`src/rtl/counter_priority_task_scheduler_top_macros.svh`:
```
// ----------------------------------------------------------------------------
// Assertion macros for the counter-priority task scheduler
// Shared forms for concurrent checks, clocked on clk, held off during reset.
// ----------------------------------------------------------------------------
`ifndef COUNTER_PRIORITY_TASK_SCHEDULER_TOP_MACROS_SVH
`define COUNTER_PRIORITY_TASK_SCHEDULER_TOP_MACROS_SVH

// Same-cycle implication.
`define CPS_ASSERT_IMPLY(label, ante, cons, msg) \
    label: assert property (@(posedge clk) disable iff (!rst_n) (ante) |-> (cons)) \
        else $error(msg);

// Next-cycle implication.
`define CPS_ASSERT_NEXT(label, ante, cons, msg) \
    label: assert property (@(posedge clk) disable iff (!rst_n) (ante) |=> (cons)) \
        else $error(msg);

`endif

```
`src/rtl/cps_pkg.sv`:
```
// ----------------------------------------------------------------------------
// cps_pkg
// Types, constants and helpers shared by the task scheduler modules.
// ----------------------------------------------------------------------------
package cps_pkg;

    localparam int TASK_SLOTS = 64;
    localparam int SLOT_IDX_W = $clog2(TASK_SLOTS);
    localparam int PRIO_W     = 16;
    localparam int INDEX_W    = 6;
    localparam int STATUS_W   = 2;

    localparam logic [SLOT_IDX_W-1:0] FIRST_SLOT = SLOT_IDX_W'(0);
    localparam logic [SLOT_IDX_W-1:0] LAST_SLOT  = SLOT_IDX_W'(TASK_SLOTS - 1);

    localparam logic OP_CREATE   = 1'b0;
    localparam logic OP_SCHEDULE = 1'b1;

    localparam logic [STATUS_W-1:0] ST_OK            = 2'd0;
    localparam logic [STATUS_W-1:0] ST_POOL_FULL     = 2'd1;
    localparam logic [STATUS_W-1:0] ST_NONE_RUNNABLE = 2'd2;

    typedef struct packed {
        logic              operation;
        logic [PRIO_W-1:0] priority_req;
    } sched_req_t;

    typedef struct packed {
        logic [INDEX_W-1:0]  task_index;
        logic [STATUS_W-1:0] status;
    } sched_rsp_t;

    // One task slot as it travels around the ring.
    typedef struct packed {
        logic              running;
        logic [PRIO_W-1:0] prio;
        logic [PRIO_W-1:0] count;
    } slot_rec_t;

    // Sequencer to ring: rotate enable and the record entering the tail cell.
    typedef struct packed {
        logic      shift;
        slot_rec_t tail;
    } ring_ctl_t;

    // Report a slot index modulo 64.
    function automatic logic [INDEX_W-1:0] to_task_index(input logic [SLOT_IDX_W-1:0] idx);
        logic [SLOT_IDX_W+INDEX_W-1:0] wide;
        wide = {{INDEX_W{1'b0}}, idx};
        return wide[INDEX_W-1:0];
    endfunction

    // Refill: (count >> 1) + prio, saturating.
    function automatic logic [PRIO_W-1:0] refill_count(input logic [PRIO_W-1:0] count,
                                                       input logic [PRIO_W-1:0] prio);
        logic [PRIO_W:0] sum;
        sum = {1'b0, count >> 1} + {1'b0, prio};
        return sum[PRIO_W] ? {PRIO_W{1'b1}} : sum[PRIO_W-1:0];
    endfunction

endpackage

```
`src/rtl/cps_cell.sv`:
```
// ----------------------------------------------------------------------------
// cps_cell
// One slot record of the ring; loads its neighbor's record on each shift.
// ----------------------------------------------------------------------------
module cps_cell (
    input  logic                clk,
    input  logic                rst_n,
    input  logic                shift,
    input  cps_pkg::slot_rec_t  rec_in,
    output cps_pkg::slot_rec_t  rec_out
);

    logic                       running_reg;
    logic [cps_pkg::PRIO_W-1:0] prio_reg;
    logic [cps_pkg::PRIO_W-1:0] count_reg;

    always_ff @(posedge clk or negedge rst_n)
    begin
        if (!rst_n)
        begin
            running_reg <= 1'b0;
        end
        else if (shift)
        begin
            running_reg <= rec_in.running;
        end
    end

    // Priority and counter are written before they are ever read.
    always_ff @(posedge clk)
    begin
        if (shift)
        begin
            prio_reg  <= rec_in.prio;
            count_reg <= rec_in.count;
        end
    end

    assign rec_out = '{running: running_reg, prio: prio_reg, count: count_reg};

endmodule

```
`src/rtl/cps_seq.sv`:
```
// ----------------------------------------------------------------------------
// cps_seq
// Request sequencer: sweeps the ring head once per pass and builds the result.
// ----------------------------------------------------------------------------
module cps_seq (
    input  logic                 clk,
    input  logic                 rst_n,
    input  logic                 req_valid,
    output logic                 req_ready,
    input  cps_pkg::sched_req_t  req,
    output logic                 rsp_valid,
    input  logic                 rsp_ready,
    output cps_pkg::sched_rsp_t  rsp,
    input  cps_pkg::slot_rec_t   head,
    output cps_pkg::ring_ctl_t   ring_ctl
);

    localparam logic [2:0] S_IDLE   = 3'd0;
    localparam logic [2:0] S_CREATE = 3'd1;
    localparam logic [2:0] S_PICK   = 3'd2;
    localparam logic [2:0] S_REFILL = 3'd3;
    localparam logic [2:0] S_DECR   = 3'd4;
    localparam logic [2:0] S_PUSH   = 3'd5;

    logic [2:0]                     state_reg,    state_next;
    logic [cps_pkg::SLOT_IDX_W-1:0] pos_reg,      pos_next;
    logic                           found_reg,    found_next;
    logic [cps_pkg::SLOT_IDX_W-1:0] best_idx_reg, best_idx_next;
    logic [cps_pkg::PRIO_W-1:0]     best_cnt_reg, best_cnt_next;
    logic [cps_pkg::PRIO_W-1:0]     prio_reg,     prio_next;
    cps_pkg::sched_rsp_t            res_reg,      res_next;
    logic                           rsp_valid_reg, rsp_valid_next;
    cps_pkg::sched_rsp_t            rsp_reg,      rsp_next;

    logic                       last;
    logic                       user_slot;
    logic [cps_pkg::PRIO_W-1:0] refilled;

    assign last      = (pos_reg == cps_pkg::LAST_SLOT);
    assign user_slot = (pos_reg != cps_pkg::FIRST_SLOT);
    assign refilled  = cps_pkg::refill_count(head.count, head.prio);

    assign req_ready = (state_reg == S_IDLE);
    assign rsp_valid = rsp_valid_reg;
    assign rsp       = rsp_reg;

    always_comb
    begin
        state_next     = state_reg;
        pos_next       = pos_reg;
        found_next     = found_reg;
        best_idx_next  = best_idx_reg;
        best_cnt_next  = best_cnt_reg;
        prio_next      = prio_reg;
        res_next       = res_reg;
        rsp_valid_next = rsp_valid_reg && !rsp_ready;
        rsp_next       = rsp_reg;
        ring_ctl.shift = 1'b0;
        ring_ctl.tail  = head;

        unique case (state_reg)
            S_IDLE:
            begin
                if (req_valid)
                begin
                    pos_next      = cps_pkg::FIRST_SLOT;
                    found_next    = 1'b0;
                    best_idx_next = cps_pkg::FIRST_SLOT;
                    best_cnt_next = '0;
                    prio_next     = req.priority_req;
                    res_next.task_index = '0;
                    if (req.operation == cps_pkg::OP_CREATE)
                    begin
                        res_next.status = cps_pkg::ST_POOL_FULL;
                        state_next      = S_CREATE;
                    end
                    else
                    begin
                        res_next.status = cps_pkg::ST_NONE_RUNNABLE;
                        state_next      = S_PICK;
                    end
                end
            end
            S_CREATE:
            begin
                ring_ctl.shift = 1'b1;
                // Claim the first stopped user slot that passes the head.
                if (!found_reg && user_slot && !head.running)
                begin
                    ring_ctl.tail = '{running: 1'b1, prio: prio_reg, count: prio_reg};
                    found_next    = 1'b1;
                    res_next      = '{task_index: cps_pkg::to_task_index(pos_reg),
                                      status: cps_pkg::ST_OK};
                end
                pos_next = last ? cps_pkg::FIRST_SLOT : pos_reg + 1'b1;
                if (last)
                begin
                    state_next = S_PUSH;
                end
            end
            S_PICK:
            begin
                ring_ctl.shift = 1'b1;
                if (user_slot && head.running && head.count > best_cnt_reg)
                begin
                    best_cnt_next = head.count;
                    best_idx_next = pos_reg;
                end
                pos_next = last ? cps_pkg::FIRST_SLOT : pos_reg + 1'b1;
                if (last)
                begin
                    state_next = (best_idx_next != cps_pkg::FIRST_SLOT) ? S_DECR : S_REFILL;
                end
            end
            S_REFILL:
            begin
                ring_ctl.shift = 1'b1;
                // Refill and pick again in the same sweep.
                if (user_slot && head.running)
                begin
                    ring_ctl.tail.count = refilled;
                    if (refilled > best_cnt_reg)
                    begin
                        best_cnt_next = refilled;
                        best_idx_next = pos_reg;
                    end
                end
                pos_next = last ? cps_pkg::FIRST_SLOT : pos_reg + 1'b1;
                if (last)
                begin
                    state_next = (best_idx_next != cps_pkg::FIRST_SLOT) ? S_DECR : S_PUSH;
                end
            end
            S_DECR:
            begin
                ring_ctl.shift = 1'b1;
                if (pos_reg == best_idx_reg)
                begin
                    ring_ctl.tail.count = head.count - 1'b1;
                end
                pos_next = last ? cps_pkg::FIRST_SLOT : pos_reg + 1'b1;
                if (last)
                begin
                    res_next   = '{task_index: cps_pkg::to_task_index(best_idx_reg),
                                   status: cps_pkg::ST_OK};
                    state_next = S_PUSH;
                end
            end
            S_PUSH:
            begin
                // Hold until the output register is free.
                if (!rsp_valid_reg || rsp_ready)
                begin
                    rsp_valid_next = 1'b1;
                    rsp_next       = res_reg;
                    state_next     = S_IDLE;
                end
            end
            default:
            begin
                state_next = S_IDLE;
            end
        endcase
    end

    always_ff @(posedge clk or negedge rst_n)
    begin
        if (!rst_n)
        begin
            state_reg     <= S_IDLE;
            pos_reg       <= cps_pkg::FIRST_SLOT;
            found_reg     <= 1'b0;
            rsp_valid_reg <= 1'b0;
        end
        else
        begin
            state_reg     <= state_next;
            pos_reg       <= pos_next;
            found_reg     <= found_next;
            rsp_valid_reg <= rsp_valid_next;
        end
    end

    always_ff @(posedge clk)
    begin
        best_idx_reg <= best_idx_next;
        best_cnt_reg <= best_cnt_next;
        prio_reg     <= prio_next;
        res_reg      <= res_next;
        rsp_reg      <= rsp_next;
    end

endmodule

```
`src/rtl/counter_priority_task_scheduler_top.sv`:
```
// Create makes one full rotation of the ring. Schedule makes a pick rotation and then a
// decrement rotation, with a refill rotation between them when the pick finds no runnable
// slot; if the refill finds none either, no decrement follows. A stalled result waits in push.
// One request at a time: the next is taken in the cycle after the result is registered.
// Reset (async, rst_n low) stops every slot; the sequencer returns to idle, output empty.
// ----------------------------------------------------------------------------
// counter_priority_task_scheduler_top
// Task table held as a rotating ring of slot cells with one sequencer at the head.
// ----------------------------------------------------------------------------
`include "counter_priority_task_scheduler_top_macros.svh"

module counter_priority_task_scheduler_top (
    input  logic                 clk,
    input  logic                 rst_n,
    input  logic                 req_valid,
    output logic                 req_ready,
    input  cps_pkg::sched_req_t  req,
    output logic                 rsp_valid,
    input  logic                 rsp_ready,
    output cps_pkg::sched_rsp_t  rsp
);

    // Ring: cell i hands its record to cell i-1 on every shift; cell 0 is the
    // head that the sequencer inspects, and the sequencer's possibly modified
    // copy of the head enters the last cell. A pass is exactly TASK_SLOTS
    // shifts, so every slot returns to its home cell at the end of a pass and
    // the sequencer's position counter names the slot at the head.
    cps_pkg::slot_rec_t ring [cps_pkg::TASK_SLOTS];
    cps_pkg::ring_ctl_t ring_ctl;

    genvar gi;
    generate
        for (gi = 0; gi < cps_pkg::TASK_SLOTS; gi++)
        begin : g_cell
            if (gi == cps_pkg::TASK_SLOTS - 1)
            begin : g_tail
                cps_cell u_cell (
                    .clk     (clk),
                    .rst_n   (rst_n),
                    .shift   (ring_ctl.shift),
                    .rec_in  (ring_ctl.tail),
                    .rec_out (ring[gi])
                );
            end
            else
            begin : g_body
                cps_cell u_cell (
                    .clk     (clk),
                    .rst_n   (rst_n),
                    .shift   (ring_ctl.shift),
                    .rec_in  (ring[gi+1]),
                    .rec_out (ring[gi])
                );
            end
        end
    endgenerate

    // Sequencer: create claims the first stopped slot 1 upward; schedule picks
    // the largest nonzero counter (lowest index on ties), refilling once with
    // (count >> 1) + priority when none is found, then decrements the winner.
    // Slot 0 is the kernel task: the sequencer never creates into or picks it.
    cps_seq u_seq (
        .clk       (clk),
        .rst_n     (rst_n),
        .req_valid (req_valid),
        .req_ready (req_ready),
        .req       (req),
        .rsp_valid (rsp_valid),
        .rsp_ready (rsp_ready),
        .rsp       (rsp),
        .head      (ring[0]),
        .ring_ctl  (ring_ctl)
    );

    // Checks: the ring only rotates while a request is in flight, a request
    // makes the block busy on the next cycle, and failures report index zero.
    logic rsp_fail;
    assign rsp_fail = (rsp.status == cps_pkg::ST_POOL_FULL)
                   || (rsp.status == cps_pkg::ST_NONE_RUNNABLE);

    `CPS_ASSERT_IMPLY(a_shift_busy, ring_ctl.shift, !req_ready, "ring rotates while idle")
    `CPS_ASSERT_NEXT(a_accept_busy, req_valid && req_ready, !req_ready, "not busy after request")
    `CPS_ASSERT_IMPLY(a_fail_index, rsp_valid && rsp_fail, rsp.task_index == '0, "failure index")

endmodule
```
`config.mk`:
```
export PLATFORM = sky130hd
export DESIGN_NAME = counter_priority_task_scheduler_top
export DESIGN_NICKNAME = d
export VERILOG_FILES = /design/src/rtl/cps_pkg.sv /design/src/rtl/cps_cell.sv /design/src/rtl/cps_seq.sv /design/src/rtl/counter_priority_task_scheduler_top.sv
export VERILOG_INCLUDE_DIRS = /design/src /design/src/rtl
export SDC_FILE = /design/constraint.sdc
export NUM_CORES = 1
export LEC_CHECK = 0
export ABC_AREA = 0
export BUFFER_PORTS_ARGS = -buffer_cell sky130_fd_sc_hd__clkbuf_2
export CAP_MARGIN = 20
export CORE_ASPECT_RATIO = 1.5
export CORE_MARGIN = 2
export CORE_UTILIZATION = 25
export DETAILED_ROUTE_END_ITERATION = 6
export GPL_TIMING_DRIVEN = 1
export SLEW_MARGIN = 20
export SYNTH_ARGS = -nofsm -noshare
export SYNTH_HDL_FRONTEND = slang
export SYNTH_SLANG_ARGS = --single-unit
```
`constraint.sdc`:
```
create_clock -name clk -period 107.8 [get_ports clk]
set_clock_uncertainty 0.1 [all_clocks]
set_input_delay 21.56 -clock clk [delete_from_list [all_inputs] [get_ports clk]]
set_output_delay 21.56 -clock clk [all_outputs]
set_load 0.05 [all_outputs]
```
Word-level counts from Yosys, hierarchy flattened
Cells that the tools add are included.
{"block": "op_classes", "mul": 0, "div_mod_pow": 0, "eq_ne": 17, "add_sub_neg": 3, "n_shift": 0, "order_cmp": 2, "muxes": 40, "n_bitwise": 0, "n_reduce_logical": 28}
{"operator": "16-bit two-way mux", "n": 7}
{"operator": "16-bit one-hot mux with 3 select lines", "n": 2}
{"operator": "6-bit two-way mux", "n": 7}
{"operator": "33-bit two-way mux", "n": 1}
{"operator": "16-bit greater-than comparator", "n": 2}
{"operator": "8-bit two-way mux", "n": 3}
{"operator": "8-bit one-hot mux with 3 select lines", "n": 1}
{"operator": "3-bit two-way mux", "n": 6}
{"operator": "2-bit by 1-bit != test with 1-bit output (second input constant)", "n": 9}
{"operator": "6-bit one-hot mux with 3 select lines", "n": 1}
{"operator": "6-bit nonzero test", "n": 3}
{"operator": "15-bit by 16-bit adder with 17-bit output", "n": 1}
{"operator": "17-bit two-way mux", "n": 1}
{"operator": "16-bit by 1-bit subtractor with 16-bit output (second input constant)", "n": 1}
{"operator": "3-bit one-hot mux with 5 select lines", "n": 1}
{"operator": "6-bit one-hot mux with 2 select lines", "n": 1}
{"operator": "5-bit AND reduction", "n": 2}
{"operator": "2-bit AND reduction", "n": 4}
{"operator": "6-bit by 1-bit adder with 6-bit output (second input constant)", "n": 1}
{"operator": "3-bit by 2-bit == test with 1-bit output (second input constant)", "n": 2}
{"operator": "3-bit == test (second input constant)", "n": 2}
{"operator": "6-bit == test", "n": 1}
{"operator": "6-bit == test (second input constant)", "n": 1}
{"operator": "1-bit two-way mux", "n": 6}
{"operator": "14 further kinds", "n": 24}
{"block": "word_totals", "rom_bits": 0, "output_inout_bits": 10, "regBits": 2177, "latch_bits": 0, "n_memories": 0, "ramBits": 0}

Logic depth before layout (Yosys ltp)
{"block": "logic_depth", "ltp_word": 10, "ltp_mapped": 15}

Cells and area by module
A second synthesis with hierarchy kept.
{"block": "unflattened", "cells_unflattened": 2860, "hier_area_um2": 70067.2}
{"module": "cps_cell", "instances": 64, "area_each_um2": 1008.5, "cells_each": 35}
{"module": "cps_seq", "instances": 1, "area_each_um2": 5525.3, "cells_each": 620}

Least setup slack after synthesis
Ideal clock, no wire load.
{"block": "synth_timing", "path_type": "reg-to-reg", "start": "reg u_seq.state_reg[1]", "end": "reg g_cell[1].g_body.u_cell.running_reg", "stages_incl_launch_ff": 6, "setup_ns": 0.239, "t_arrival_ns": 63.130, "required_time_ns": 107.461, "setup_slack_ns": 44.331, "cell_sequence": "dfrtp_1 > clkbuf_1 > nor2_1 > xnor2_1 > clkbuf_1 > mux2_2"}
{"block": "synth_between", "elab_chain_cells": 3, "elab_cells_between_ends": 6, "classes_between": "eq/ne (4); mux (1); reduce/logical (1)"}
{"element": "start, declared", "line_no": "cps_seq.sv:25", "rtl": "logic [2:0] state_reg, state_next;"}
{"element": "start signal, assigned", "line_no": "cps_seq.sv:177", "rtl": "state_reg <= state_next;"}
{"element": "3-bit by 2-bit == test with 1-bit output, or another cell as far along", "line_no": "cps_seq.sv:61", "rtl": "unique case (state_reg)"}
{"element": "4-bit OR reduction (no line) (*)"}
{"element": "1-bit two-way mux (*)", "line_no": "cps_seq.sv:61"}
{"element": "named net g_cell[0].g_body.u_cell.shift", "line_no": "cps_cell.sv:8", "rtl": "input logic shift,"}
{"element": "end signal, assigned", "line_no": "cps_cell.sv:25", "rtl": "running_reg <= rec_in.running;"}
{"element": "end, declared", "line_no": "cps_cell.sv:13", "rtl": "logic running_reg;"}
The timed path passes the listed nets; every way through them passes the cells marked *.
A chain may end at the register's enable or synchronous reset.

Worst setup path after layout
{"block": "layout_timing", "start": "reg u_seq.state_reg[2]", "end": "out req_ready"}
{"block": "layout_between", "elab_chain_cells": 1}
{"element": "3-bit logical NOT", "line_no": "cps_seq.sv:43", "rtl": "assign req_ready = (state_reg == S_IDLE);"}
{"element": "end, declared", "line_no": "counter_priority_task_scheduler_top.sv:16", "rtl": "output logic req_ready,"}
No other way between the ends.

==> impl_metrics.json <==
{
  "drv_slew": 0,
  "viasPerCell": 3.77,
  "fin_crit_ns": 23.74,
  "clk_pin_slew_ns": 0.06,
  "grt_pass1_wl_um": 150000,
  "syn_inst": 2788,
  "avgSynthCellArea_um2": 24.9,
  "synth-seq-area-share_pct": 93.5,
  "fp-row-count": 237,
  "cp.arrival_ns": 2.08,
  "cts_tree": "built",
  "synth_seq_cells": 2177,
  "post_cts_buffers": 0,
  "die_h_um": 650,
  "grt_max_degree": 194,
  "hold_viol_final": 0,
  "ys_types": 81,
  "core_area_um2": 277000,
  "syn_area_um2": 69500,
  "io_buffers": 30,
  "clockRootBuffer": "clkbuf_16",
  "rsz0062_at_grt": "false",
  "final_antenna_net_count": 0,
  "worstSetupPathType": "register to output port",
  "path_max_fanout": 21,
  "hpwlAfterDp_um": 49100,
  "multiInputGateArea_um2": 4240,
  "numCtsBuffers": 205,
  "seqCellArea_um2": 65000,
  "stdcell_count": 6887,
  "drt_iter0_markers": 2811,
  "vias": 26000,
  "drive_above_1_share_pct": 14.0,
  "fmax_ghz": 0.0421,
  "ys.flop_type": "edfxtp_1",
  "dr.pass1.iters": 6,
  "grt_pass1_vias": 25800,
  "synthTopCellsByCount": "2102 x edfxtp_1, 75 x dfrtp_1, 74 x mux2_2",
  "status": "finished, final reports clean",
  "post-synth-top-count-cell": "edfxtp_1",
  "antenna_found_initial": 3,
  "p_per_area_nw_per_um2": 26.1,
  "worstPathRequired_ns": 86.14,
  "cts.sinks": 2177,
  "hold_buffers": 0,
  "yosys.area.top_type": "edfxtp_1",
  "syn-num-nets": 2860,
  "synth_warnings": 0,
  "wirelength_um": 96600,
  "start_kind": "register",
  "ctsHtreeMaxLevel": 4,
  "drc": 0,
  "start_util_pct": 25.1,
  "synthArstFlopShare_pct": 3.45,
  "wl_per_cell_um": 14.0,
  "worstMarginPinSlew_ns": 1.21,
  "max_cap_viol_count": 0,
  "power_uw": 2110,
  "fp.dieW_um": 435,
  "fin_setup_tns_ns": 0,
  "p_leak_uw": 0.0242,
  "hold_path.class": "register to register",
  "num-nets-final": 3092,
  "clk_latency_ns": 0.83,
  "relSlewSlack_pct": 18.8,
  "cts_resized": 0,
  "synth_area_leaders": "edfxtp_1 91%, dfrtp_1 2.7%, mux2_2 1.2%",
  "area.growth.synth_to_final_pct": 16.4,
  "fillers": 26600,
  "placed_cells": 6516,
  "clockBufferDepth": 4,
  "die-area_um2": 282000,
  "vdd_drop_max_mv": 0.0179,
  "synth_edf_count": 2102,
  "overflow": 0,
  "cp-end-kind": "output port",
  "gp_congestion": 0.817,
  "setup_viol": 0,
  "track_usage_pct": 6.58,
  "period_share_pct": 22.0,
  "diodes": 0,
  "netlist.area_leader.share_pct": 90.8,
  "pin_count": 31
}
worst paths after layout:
path | startpoint | endpoint | slack [ns] | cells past startpoint
setup / recovery | u_seq.state_reg[2] | req_ready | 84.06 | 2
hold reg to reg | g_cell[30].g_body.u_cell.prio_reg[2] | g_cell[29].g_body.u_cell.prio_reg[2] | 0.22 | 0
hold / removal | g_cell[30].g_body.u_cell.prio_reg[2] | g_cell[29].g_body.u_cell.prio_reg[2] | 0.22 | 0
min in group asynchronous | rst_n | u_seq.pos_reg[4] | 20.82 | 2
max in group asynchronous | rst_n | g_cell[14].g_body.u_cell.running_reg | 86.15 | 2
setup reg to reg | u_seq.state_reg[1] | g_cell[24].g_body.u_cell.prio_reg[14] | 101.60 | 7
per-stage QoR:
step | hold slack, ns | area [um^2] | setup slack, ns | util [%]
2_1_floorplan | 0.300 | 69500 | 44.33 | -
3_3_place_gp | 0.301 | 74400 | 84.70 | 26.8
3_5_place_dp | 0.305 | 74400 | 84.55 | 26.8
4_1_cts | 0.220 | 80900 | 84.00 | 29.2
5_1_grt | 0.218 | 80900 | 83.96 | 29.2
6_report | 0.223 | 80900 | 84.06 | 29.2
logic make-up after synthesis:
kind of cell / synth area share [%]
AO/OA/AOI/OAI: 2.13
buffers and inverters: 0.437
AND/OR/NAND/NOR: 1.35
multiplexers: 1.37
flip-flops: 93.5
XOR/XNOR: 0.290
adder cells (fa/ha/maj): 0.929
area by class of cell:
| cell class | instances | area share, % |
|---|---|---|
| flip-flops and latches | 2177 | 80.3 |
| clock buffers | 247 | 6.59 |
| well taps | 3704 | 5.73 |
| multi-input cells | 538 | 5.24 |
| clock inverters | 123 | 1.41 |
| repair buffers | 60 | 0.564 |
| inverters | 38 | 0.176 |
power breakdown:
part	switching (uW)	internal, uW	leakage [uW]
sequential	69.7	1240	0.0190
combinational	81.0	26.9	0.00214
clock	296	395	0.00313
cell usage in the layout, fill, tap and decap left out, types with 15 or more instances in the layout:
cell / count
nand3_1: 15
o21ai_0: 31
nor2_1: 33
mux2_2: 74
clkbuf_2: 29
clkinv_1: 50
clkbuf_1: 40
clkbuf_16: 207
nand2_1: 42
edfxtp_1: 2102
bufinv_16: 18
inv_1: 38
ha_1: 50
nand4_1: 15
a22o_1: 26
buf_4: 22
a21oi_1: 38
dfrtp_1: 75
clkinv_2: 33
routing by layer:
layer  up-vias  part of all wire, %  global-route usage, %
li1      11700                    -                      -
met1     13400                   49                   9.99
met2       673                   42                   8.98
met3       224                  5.7                   1.61
met4         0                  2.9                   2.40
met5         -                    0                      0
critical path: stages (launching register included):
cell,delay [ns]
dfrtp_1,0.64
nor3_1,0.32
clkbuf_2,0.32
Note: power is estimated with default switching activity, not from simulation.
